File: src/sv/aabb_pkg.sv
// ----------------------------------------------------------------------------
// AABB contact resolver package
// Shared constants and types of the resolver core and its bit-serial unit.
// ----------------------------------------------------------------------------
package aabb_pkg;

  // Q16.16 one
  localparam logic [31:0] Q_ONE = 32'h0001_0000;

  // Register reset values
  localparam logic [16:0] RESTITUTION_RST  = 17'd32768;
  localparam logic [16:0] MASS_EPSILON_RST = 17'd7;

  // Configuration register indexes
  localparam logic REG_RESTITUTION  = 1'b0;
  localparam logic REG_MASS_EPSILON = 1'b1;

  // Normal axis codes
  localparam logic [1:0] AXIS_X = 2'd0;
  localparam logic [1:0] AXIS_Y = 2'd1;
  localparam logic [1:0] AXIS_Z = 2'd2;

  typedef enum logic {
    OP_MUL,
    OP_DIV
  } alu_op_t;

  // Request to the serial multiply/divide unit
  typedef struct packed {
    logic        start;
    alu_op_t     op;
    logic [31:0] a;
    logic [31:0] b;
  } alu_req_t;

  // Response of the serial multiply/divide unit
  typedef struct packed {
    logic        done;
    logic [31:0] result;
  } alu_rsp_t;

endpackage

File: src/sv/aabb_pair_contact_resolver_core.sv
// ----------------------------------------------------------------------------
// AABB pair contact resolver
// Resolves one overlapping pair of axis-aligned boxes by least penetration,
// with position correction and a restitution impulse, in Q16.16.
// ----------------------------------------------------------------------------
// An item with second_of_pair low is held as body A and gives no result. An
// item with second_of_pair high is body B: the block resolves it against the
// held A and returns two items, A then B. A pair with contact runs the overlap
// test, up to two inverse-mass divides, a correction divide, then up to five
// multiplies and one more divide, all on one shared bit-serial multiply/divide
// unit. A pair of two sleeping bodies goes straight to the output, and a
// separated pair stops after the overlap test. Body A stays held, so further
// B items pair with the same A.
module aabb_pair_contact_resolver_core (
  input  logic               clk,
  input  logic               rst,
  // configuration
  input  logic               cfg_wr_en,
  input  logic               cfg_addr,
  input  logic [16:0]        cfg_wdata,
  // input items
  input  logic               in_valid,
  output logic               in_stall,
  input  logic               second_of_pair,
  input  logic signed [31:0] pos_x,
  input  logic signed [31:0] pos_y,
  input  logic signed [31:0] pos_z,
  input  logic signed [31:0] vel_x,
  input  logic signed [31:0] vel_y,
  input  logic signed [31:0] vel_z,
  input  logic signed [31:0] body_mass,
  input  logic [30:0]        size_x,
  input  logic [30:0]        size_y,
  input  logic [30:0]        size_z,
  input  logic               is_asleep,
  // result items
  output logic               out_valid,
  input  logic               out_stall,
  output logic signed [31:0] new_pos_x,
  output logic signed [31:0] new_pos_y,
  output logic signed [31:0] new_pos_z,
  output logic signed [31:0] new_vel_x,
  output logic signed [31:0] new_vel_y,
  output logic signed [31:0] new_vel_z,
  output logic               woken,
  output logic               contact,
  output logic [1:0]         normal_axis,
  output logic               normal_negative,
  output logic signed [31:0] impulse,
  output logic               last_of_pair
);
  import aabb_pkg::*;

  typedef enum logic [4:0] {
    S_IDLE,
    S_DELTA,
    S_OVER,
    S_PICK,
    S_INVA,
    S_INVB,
    S_SUM,
    S_CORR,
    S_MOVA,
    S_MOVB,
    S_VAN,
    S_IMPT,
    S_IMPD,
    S_VELA,
    S_VELB,
    S_OUTA,
    S_OUTB
  } state_t;

  state_t state;

  // configuration registers
  logic [16:0] restitution;
  logic [16:0] mass_epsilon;

  // held body A
  logic [31:0] held_pos [3];
  logic [31:0] held_vel [3];
  logic [30:0] held_size [3];
  logic [31:0] held_mass;
  logic        held_asleep;

  // working pair
  logic [31:0] pa [3];
  logic [31:0] va [3];
  logic [31:0] pb [3];
  logic [31:0] vb [3];
  logic [30:0] sb [3];
  logic [31:0] mb;
  logic [31:0] dl [3];
  logic [31:0] ov [3];
  logic [1:0]  axis;
  logic        neg;
  logic        hit;
  logic        touch;
  logic [31:0] pen;
  logic [31:0] inva;
  logic [31:0] invb;
  logic [31:0] invsum;
  logic [31:0] corr;
  logic [31:0] van;
  logic [31:0] tmp;
  logic [31:0] imp;
  logic        issued;

  alu_req_t alu_req;
  alu_rsp_t alu_rsp;

  logic [31:0] eps_ext;
  logic        a_heavy;
  logic        b_heavy;
  logic [31:0] abs_dl;
  logic [31:0] half_sum;
  logic        all_pos;
  logic        le01;
  logic        le02;
  logic        le12;
  logic [1:0]  pick_axis;
  logic [31:0] pick_pen;
  logic        pick_neg;
  logic [31:0] sum_w;
  logic        sum_ok;
  logic [31:0] van_d;
  logic [31:0] van_n;
  logic [31:0] imp_coef;
  logic [31:0] res;
  logic [31:0] res_neg;
  logic        out_free;

  assign in_stall = (state != S_IDLE);
  assign out_free = !out_valid || !out_stall;

  assign eps_ext = {15'd0, mass_epsilon};
  assign a_heavy = $signed(held_mass) > $signed(eps_ext);
  assign b_heavy = $signed(mb) > $signed(eps_ext);

  // overlap on the current axis
  assign abs_dl   = dl[axis][31] ? 32'd0 - dl[axis] : dl[axis];
  assign half_sum = {2'd0, held_size[axis][30:1]} + {2'd0, sb[axis][30:1]};

  // least penetration axis, ties go to x then y
  assign all_pos = ($signed(ov[0]) > 0) && ($signed(ov[1]) > 0) && ($signed(ov[2]) > 0);
  assign le01    = $signed(ov[0]) <= $signed(ov[1]);
  assign le02    = $signed(ov[0]) <= $signed(ov[2]);
  assign le12    = $signed(ov[1]) <= $signed(ov[2]);
  assign pick_axis = (le01 && le02) ? AXIS_X : ((!le01 && le12) ? AXIS_Y : AXIS_Z);
  assign pick_pen  = (pick_axis == AXIS_X) ? ov[0] : ((pick_axis == AXIS_Y) ? ov[1] : ov[2]);
  assign pick_neg  = (pick_axis == AXIS_X) ? dl[0][31] :
                     ((pick_axis == AXIS_Y) ? dl[1][31] : dl[2][31]);

  assign sum_w  = inva + invb;
  assign sum_ok = $signed(sum_w) >= $signed(eps_ext);

  // approach speed along the normal
  assign van_d = va[axis] - vb[axis];
  assign van_n = neg ? 32'd0 - van_d : van_d;

  assign imp_coef = 32'd0 - (Q_ONE + {15'd0, restitution});

  assign res     = alu_rsp.result;
  assign res_neg = 32'd0 - alu_rsp.result;

  // operands for the serial unit
  always_comb begin
    alu_req.start = 1'b0;
    alu_req.op    = OP_MUL;
    alu_req.a     = 32'd0;
    alu_req.b     = 32'd0;
    case (state)
      S_INVA: begin
        alu_req.start = !issued && a_heavy;
        alu_req.op    = OP_DIV;
        alu_req.a     = Q_ONE;
        alu_req.b     = held_mass;
      end
      S_INVB: begin
        alu_req.start = !issued && b_heavy;
        alu_req.op    = OP_DIV;
        alu_req.a     = Q_ONE;
        alu_req.b     = mb;
      end
      S_CORR: begin
        alu_req.start = !issued;
        alu_req.op    = OP_DIV;
        alu_req.a     = pen;
        alu_req.b     = invsum;
      end
      S_MOVA, S_VELA: begin
        alu_req.start = !issued;
        alu_req.a     = corr;
        alu_req.b     = inva;
      end
      S_MOVB, S_VELB: begin
        alu_req.start = !issued;
        alu_req.a     = corr;
        alu_req.b     = invb;
      end
      S_IMPT: begin
        alu_req.start = !issued;
        alu_req.a     = imp_coef;
        alu_req.b     = van;
      end
      S_IMPD: begin
        alu_req.start = !issued;
        alu_req.op    = OP_DIV;
        alu_req.a     = tmp;
        alu_req.b     = invsum;
      end
      default: begin
        alu_req.start = 1'b0;
      end
    endcase
  end

  aabb_serial_alu u_alu (
    .clk (clk),
    .rst (rst),
    .req (alu_req),
    .rsp (alu_rsp)
  );

  // sequencer, held state and result register
  always_ff @(posedge clk) begin
    if (rst) begin
      state        <= S_IDLE;
      issued       <= 1'b0;
      out_valid    <= 1'b0;
      restitution  <= RESTITUTION_RST;
      mass_epsilon <= MASS_EPSILON_RST;
      for (int i = 0; i < 3; i++) begin
        held_pos[i]  <= 32'd0;
        held_vel[i]  <= 32'd0;
        held_size[i] <= 31'd0;
      end
      held_mass   <= 32'd0;
      held_asleep <= 1'b0;
    end else begin
      // configuration writes
      if (cfg_wr_en) begin
        if (cfg_addr == REG_RESTITUTION) begin
          restitution <= cfg_wdata;
        end else if (cfg_addr == REG_MASS_EPSILON) begin
          mass_epsilon <= cfg_wdata;
        end
      end

      // track an outstanding serial operation
      if (alu_req.start) begin
        issued <= 1'b1;
      end else if (alu_rsp.done) begin
        issued <= 1'b0;
      end

      // drop a taken result unless the next one is loaded now
      if (out_valid && !out_stall && (state != S_OUTA) && (state != S_OUTB)) begin
        out_valid <= 1'b0;
      end

      case (state)
        S_IDLE: begin
          if (in_valid) begin
            if (!second_of_pair) begin
              // hold body A
              held_pos[0]  <= pos_x;
              held_pos[1]  <= pos_y;
              held_pos[2]  <= pos_z;
              held_vel[0]  <= vel_x;
              held_vel[1]  <= vel_y;
              held_vel[2]  <= vel_z;
              held_size[0] <= size_x;
              held_size[1] <= size_y;
              held_size[2] <= size_z;
              held_mass    <= body_mass;
              held_asleep  <= is_asleep;
            end else begin
              // load the pair
              for (int i = 0; i < 3; i++) begin
                pa[i] <= held_pos[i];
                va[i] <= held_vel[i];
              end
              pb[0] <= pos_x;
              pb[1] <= pos_y;
              pb[2] <= pos_z;
              vb[0] <= vel_x;
              vb[1] <= vel_y;
              vb[2] <= vel_z;
              sb[0] <= size_x;
              sb[1] <= size_y;
              sb[2] <= size_z;
              mb    <= body_mass;
              axis  <= AXIS_X;
              neg   <= 1'b0;
              hit   <= 1'b0;
              touch <= 1'b0;
              imp   <= 32'd0;
              state <= (held_asleep && is_asleep) ? S_OUTA : S_DELTA;
            end
          end
        end
        S_DELTA: begin
          dl[axis] <= pa[axis] - pb[axis];
          state    <= S_OVER;
        end
        S_OVER: begin
          ov[axis] <= half_sum - abs_dl;
          if (axis == AXIS_Z) begin
            state <= S_PICK;
          end else begin
            axis  <= axis + 2'd1;
            state <= S_DELTA;
          end
        end
        S_PICK: begin
          if (all_pos) begin
            hit   <= 1'b1;
            axis  <= pick_axis;
            pen   <= pick_pen;
            neg   <= pick_neg;
            state <= S_INVA;
          end else begin
            state <= S_OUTA;
          end
        end
        S_INVA: begin
          if (!a_heavy) begin
            inva  <= 32'd0;
            state <= S_INVB;
          end else if (alu_rsp.done) begin
            inva  <= res;
            state <= S_INVB;
          end
        end
        S_INVB: begin
          if (!b_heavy) begin
            invb  <= 32'd0;
            state <= S_SUM;
          end else if (alu_rsp.done) begin
            invb  <= res;
            state <= S_SUM;
          end
        end
        S_SUM: begin
          invsum <= sum_w;
          if (sum_ok) begin
            touch <= 1'b1;
            state <= S_CORR;
          end else begin
            state <= S_OUTA;
          end
        end
        S_CORR: begin
          if (alu_rsp.done) begin
            corr  <= neg ? res_neg : res;
            state <= S_MOVA;
          end
        end
        S_MOVA: begin
          if (alu_rsp.done) begin
            pa[axis] <= pa[axis] + res;
            state    <= S_MOVB;
          end
        end
        S_MOVB: begin
          if (alu_rsp.done) begin
            pb[axis] <= pb[axis] - res;
            state    <= S_VAN;
          end
        end
        S_VAN: begin
          van   <= van_n;
          state <= ($signed(van_n) <= 0) ? S_IMPT : S_OUTA;
        end
        S_IMPT: begin
          if (alu_rsp.done) begin
            tmp   <= res;
            state <= S_IMPD;
          end
        end
        S_IMPD: begin
          if (alu_rsp.done) begin
            imp   <= res;
            corr  <= neg ? res_neg : res;
            state <= S_VELA;
          end
        end
        S_VELA: begin
          if (alu_rsp.done) begin
            va[axis] <= va[axis] + res;
            state    <= S_VELB;
          end
        end
        S_VELB: begin
          if (alu_rsp.done) begin
            vb[axis] <= vb[axis] - res;
            state    <= S_OUTA;
          end
        end
        S_OUTA: begin
          if (out_free) begin
            new_pos_x       <= pa[0];
            new_pos_y       <= pa[1];
            new_pos_z       <= pa[2];
            new_vel_x       <= va[0];
            new_vel_y       <= va[1];
            new_vel_z       <= va[2];
            woken           <= hit;
            contact         <= touch;
            normal_axis     <= hit ? axis : AXIS_X;
            normal_negative <= hit && neg;
            impulse         <= imp;
            last_of_pair    <= 1'b0;
            out_valid       <= 1'b1;
            state           <= S_OUTB;
          end
        end
        S_OUTB: begin
          if (out_free) begin
            new_pos_x       <= pb[0];
            new_pos_y       <= pb[1];
            new_pos_z       <= pb[2];
            new_vel_x       <= vb[0];
            new_vel_y       <= vb[1];
            new_vel_z       <= vb[2];
            last_of_pair    <= 1'b1;
            out_valid       <= 1'b1;
            state           <= S_IDLE;
          end
        end
        default: begin
          state <= S_IDLE;
        end
      endcase
    end
  end

endmodule

File: src/sv/aabb_serial_alu.sv
// ----------------------------------------------------------------------------
// AABB bit-serial Q16.16 multiply/divide unit
// Multiply: shift-add one bit a cycle, result is the 64-bit product >> 16.
// Divide: restoring, one quotient bit a cycle, result is (a << 16) / b,
// truncated; a zero divisor saturates. Overflow wraps.
// ----------------------------------------------------------------------------
module aabb_serial_alu (
  input  logic               clk,
  input  logic               rst,
  input  aabb_pkg::alu_req_t req,
  output aabb_pkg::alu_rsp_t rsp
);
  import aabb_pkg::*;

  typedef enum logic [1:0] {
    PH_IDLE,
    PH_RUN,
    PH_FIX
  } phase_t;

  localparam logic [5:0] MUL_LAST = 6'd31;
  localparam logic [5:0] DIV_LAST = 6'd47;

  phase_t      phase;
  alu_op_t     op_r;
  logic        neg_r;
  logic [5:0]  cnt;
  logic [31:0] hi;
  logic [47:0] lo;
  logic [31:0] mc;
  logic [31:0] result;
  logic        done;

  logic [31:0] mag_a;
  logic [31:0] mag_b;
  logic [32:0] madd;
  logic [32:0] dtry;
  logic        dfit;
  logic [32:0] ddiff;
  logic [47:0] fix_in;
  logic [47:0] fix_out;

  // operand magnitudes
  assign mag_a = req.a[31] ? 32'd0 - req.a : req.a;
  assign mag_b = req.b[31] ? 32'd0 - req.b : req.b;

  // multiply step: add multiplicand on the low bit, then shift right
  assign madd = {1'b0, hi} + (lo[0] ? {1'b0, mc} : 33'd0);

  // divide step: shift in the next dividend bit, try to subtract
  assign dtry  = {hi, lo[47]};
  assign dfit  = dtry >= {1'b0, mc};
  assign ddiff = dtry - {1'b0, mc};

  // apply sign at the end
  assign fix_in  = (op_r == OP_MUL) ? {hi[15:0], lo[31:0]} : lo;
  assign fix_out = neg_r ? 48'd0 - fix_in : fix_in;

  assign rsp.done   = done;
  assign rsp.result = result;

  always_ff @(posedge clk) begin
    if (rst) begin
      phase <= PH_IDLE;
      done  <= 1'b0;
    end else begin
      done <= 1'b0;
      case (phase)
        PH_IDLE: begin
          if (req.start) begin
            op_r  <= req.op;
            neg_r <= req.a[31] ^ req.b[31];
            cnt   <= 6'd0;
            hi    <= 32'd0;
            mc    <= mag_b;
            if (req.op == OP_MUL) begin
              lo    <= {16'd0, mag_a};
              phase <= PH_RUN;
            end else if (req.b == 32'd0) begin
              // saturate on a zero divisor
              result <= req.a[31] ? 32'h8000_0000 : 32'h7FFF_FFFF;
              done   <= 1'b1;
            end else begin
              lo    <= {mag_a, 16'd0};
              phase <= PH_RUN;
            end
          end
        end
        PH_RUN: begin
          if (op_r == OP_MUL) begin
            hi <= madd[32:1];
            lo <= {16'd0, madd[0], lo[31:1]};
          end else begin
            hi <= dfit ? ddiff[31:0] : dtry[31:0];
            lo <= {lo[46:0], dfit};
          end
          cnt <= cnt + 6'd1;
          if (cnt == ((op_r == OP_MUL) ? MUL_LAST : DIV_LAST)) begin
            phase <= PH_FIX;
          end
        end
        PH_FIX: begin
          result <= (op_r == OP_MUL) ? fix_out[47:16] : fix_out[31:0];
          done   <= 1'b1;
          phase  <= PH_IDLE;
        end
        default: begin
          phase <= PH_IDLE;
        end
      endcase
    end
  end

endmodule

File: config.mk
export PLATFORM = sky130hd
export DESIGN_NAME = aabb_pair_contact_resolver_core
export DESIGN_NICKNAME = d
export VERILOG_FILES = /design/src/sv/aabb_pkg.sv /design/src/sv/aabb_pair_contact_resolver_core.sv /design/src/sv/aabb_serial_alu.sv
export SDC_FILE = /design/constraint.sdc
export NUM_CORES = 2
export LEC_CHECK = 0
export BUFFER_PORTS_ARGS = -buffer_cell sky130_fd_sc_hd__buf_2
export CAP_MARGIN = 20
export CORE_MARGIN = 5
export CORE_UTILIZATION = 55
export CTS_CLUSTER_SIZE = 28
export DETAILED_ROUTE_END_ITERATION = 8
export PLACE_DENSITY = 0.69
export SLEW_MARGIN = 20
export SYNTH_ARGS = -nofsm -noshare
export SYNTH_HDL_FRONTEND = slang
export SYNTH_SLANG_ARGS = --single-unit
File: constraint.sdc
create_clock -name clk -period 26.2 [get_ports clk]
set_input_delay 2.62 -clock clk [delete_from_list [all_inputs] [get_ports clk]]
set_output_delay 2.62 -clock clk [all_outputs]
set_load 0.05 [all_outputs]
==> flow_metrics.tcl <==
set metrics [dict create \
    status "finished, final reports clean" \
    ctsRootBufferMaster "clkbuf_16" \
    ff2ff_setup_slack_ns 17.78 \
    ys_warn_count 0 \
    start_util_pct 55.1 \
    die_y_um 438 \
    ant_nets 0 \
    routed_wl_mm 337 \
    grtUsageTotal_pct 34.2 \
    die-area_um2 192000 \
    cts_tree "done" \
    io_buffers 570 \
    fin_skew_ns 0.0295 \
    critPathLaunchType "flop" \
    cts_buffers 195 \
    ios 574 \
    clock_path_buffers 3 \
    yosysTopAreaCell "edfxtp_1" \
    place_congestion 0.979 \
    setup_tns_ns 0 \
    fmax_mhz 119 \
    worst_slack_ns 17.78 \
    clkTransAtPathRegs_ns 0.06 \
    end_kind "flop" \
    final.period_utilization_pct 32.1 \
    synth-seq-cells 1862 \
    crit_type "reg2reg" \
    synth_top_area_share_pct 53.2 \
    grt_pass1_vias 71100 \
    required_ns 26.80 \
    holdBufCountCts 0 \
    fin_nets 9889 \
    dominantRegCellSynth "edfxtp_1" \
    hold_path_class "reg2reg" \
    period_needed_ns 8.42 \
    cp.arrival_ns 9.02 \
    dieWidth_um 438 \
    setup_viol 0 \
    worstMarginPinSlew_ns 1.21 \
    irDropWorstVdd_mv 0.204 \
    slew_violations 0 \
    p_leak_nw 43.8 \
    ys_async_sr_fraction_pct 0 \
    p_total_mw 13.3 \
    grt_first_pass_wirelength_mm 481 \
    dr.pass1.iters 6 \
    relSlewSlack_pct 19.4 \
    whs_ns 0.419 \
    r2r_cells 24 \
    reg2reg_to "ov[1][31]" \
    finalHoldViolCount 0 \
    area_growth_pct 11.9 \
    rsz0062_at_grt "false" \
    synth_fp_nets 9368 \
    cts.sinks 1862 \
    power_density_nw_per_um2 118 \
    netlist_instances 8515 \
    num_rows 157 \
    crit_end "ov[1][31]" \
    drt_iter0_drc 9152 \
    synth_edf_count 1783 \
    synth_area_leaders "edfxtp_1 (53%), ha_1 (5.9%), nand2_1 (3.9%)" \
    dp_slack_ns 17.97 \
    viasPerCell 6.39 \
    hpwl_mm 242 \
    vias 74200 \
    drive_above_1_share_pct 17.5 \
    post_cts_buffers 0 \
    grt-ovfl-total 0 \
    max-cap-violations 0 \
    core_um2 183000 \
    syn-cell-area_um2 101000 \
    routedWlPerCell_um 29.0 \
    seq_area_frac_synth_pct 54.7 \
    syn_avg_cell_area_um2 11.8 \
    drc 0 \
    post_cts_resized 0 \
    synth_cell_types 86 \
    antenna_found_initial 36 \
    htree_levels 4 \
    crit_fanout 43 \
    postLayoutCoreUtil_pct 61.7 \
    insertion_delay_ns 0.86 \
    grt_start_max_net_pins 124 \
]
[how the worst min path moves through the flow]
stage,slack (ns),endpoint,startpoint,depth (start not counted)
6_report,0.42,impulse[9],imp[9],0
3_3_place_gp,0.40,impulse[31],imp[31],0
3_5_place_dp,0.40,impulse[9],imp[9],0
5_1_grt,0.42,impulse[28],imp[28],0
4_1_cts,0.42,impulse[9],imp[9],0
2_1_floorplan,0.40,contact,touch,0
[sequential cells by signal, summed over array words and instances, names as in the netlist, 48 cells and up, named ones only]
| name | count |
|---|---|
| vb | 128 |
| pb | 128 |
| sb | 90 |
| pa | 128 |
| dl | 128 |
| held_vel | 96 |
| ov | 96 |
| va | 128 |
| u_alu.lo | 48 |
| held_size | 90 |
| held_pos | 96 |
[layer usage]
| metal | share of wire [%] | routed length (µm) | global-route usage [%] | up-vias |
|---|---|---|---|---|
| met3 | 9.4 | 31800 | 6.62 | 793 |
| met1 | 38 | 128000 | 44.7 | 36800 |
| met4 | 6.7 | 22700 | 20.1 | 10 |
| met2 | 46 | 154000 | 53.4 | 3899 |
| met5 | 0.017 | 57 | 0 | - |
| li1 | - | - | - | 32800 |
[kinds of logic after synthesis]
family,after synthesis,share of synthesized area (%)
and+or+nand+nor,2583,12.2
DFF,1862,54.7
AOI/OAI and AO/OA,1660,10.8
buffers and inverters,813,3.04
muxes,623,8.60
adders and majority gates,511,6.64
xor gates and xnor gates,463,4.03
[cells in the final DEF (no fill, tap or decap), drive strengths merged, types with 132 or more instances in the layout]
cell type and n:
a21o 199, a21oi 485, and2 323, buf 705, clkbuf 243, edfxtp 1783
ha 472, inv 444, mux2 346, mux4 159, nand2 1058, nor2 432
nor3 155, nor4 132, o21ai 308, xnor2 299, xor2 164
[cell type report]
class	count	area [µm²]
Antenna cell	33	82.6
Multi-Input combinational cell	5840	42800
Fill cell	14500	69900
Inverter	432	1640
Tap cell	2385	2980
Clock buffer	243	5140
Clock inverter	118	1040
Sequential cell	1862	55100
Timing Repair Buffer	705	3920
[per-stage QoR]
stage	instance area, µm²	cells
global placement	106000	11200
detailed placement	106000	11200
finish	113000	11600
floorplan	101000	8515
global route	113000	11600
CTS	113000	11600
[synthesized netlist by cell type (50+ instances only)]
| master | number |
|---|---|
| a211oi_1 | 55 |
| a21o_1 | 199 |
| a21oi_1 | 485 |
| a221o_1 | 50 |
| a22oi_1 | 67 |
| and2_1 | 322 |
| and3_1 | 50 |
| clkbuf_1 | 325 |
| dfxtp_1 | 79 |
| edfxtp_1 | 1783 |
| ha_1 | 472 |
| inv_1 | 432 |
| mux2_2 | 346 |
| mux2i_1 | 118 |
| mux4_2 | 159 |
| nand2_1 | 1058 |
| nand2b_1 | 57 |
| nand3_1 | 108 |
| nand4_1 | 68 |
| nor2_1 | 432 |
| nor2b_1 | 69 |
| nor3_1 | 155 |
| nor4_1 | 132 |
| o21a_1 | 54 |
| o21ai_0 | 306 |
| xnor2_1 | 299 |
| xor2_1 | 164 |
[report_power, final]
part           total (mW)  internal, mW  switching [mW]
sequential           4.25          4.10           0.147
combinational        6.38          2.10            4.28
clock                2.73          1.53            1.19
[worst max-delay path: stages (launching register included)]
cell	delay, ns
dfxtp_4	0.85
buf_4	0.76
mux4_2	0.66
nor3_1	0.30
nor3b_1	0.29
nor2b_1	0.20
nor2b_1	0.20
nand2b_1	0.13
nor4_2	0.84
a21oi_1	0.18
xor2_1	0.26
fa_1	0.56
inv_1	0.04
ha_1	0.38
and3_1	0.31
nand2_1	0.10
nor3b_1	0.22
nand3_1	0.18
nand2_1	0.26
nand4_1	0.16
a41o_1	0.28
a21oi_1	0.30
a311o_1	0.22
a21oi_1	0.08
xnor2_1	0.35
Note: power is estimated with default switching activity, not from simulation.
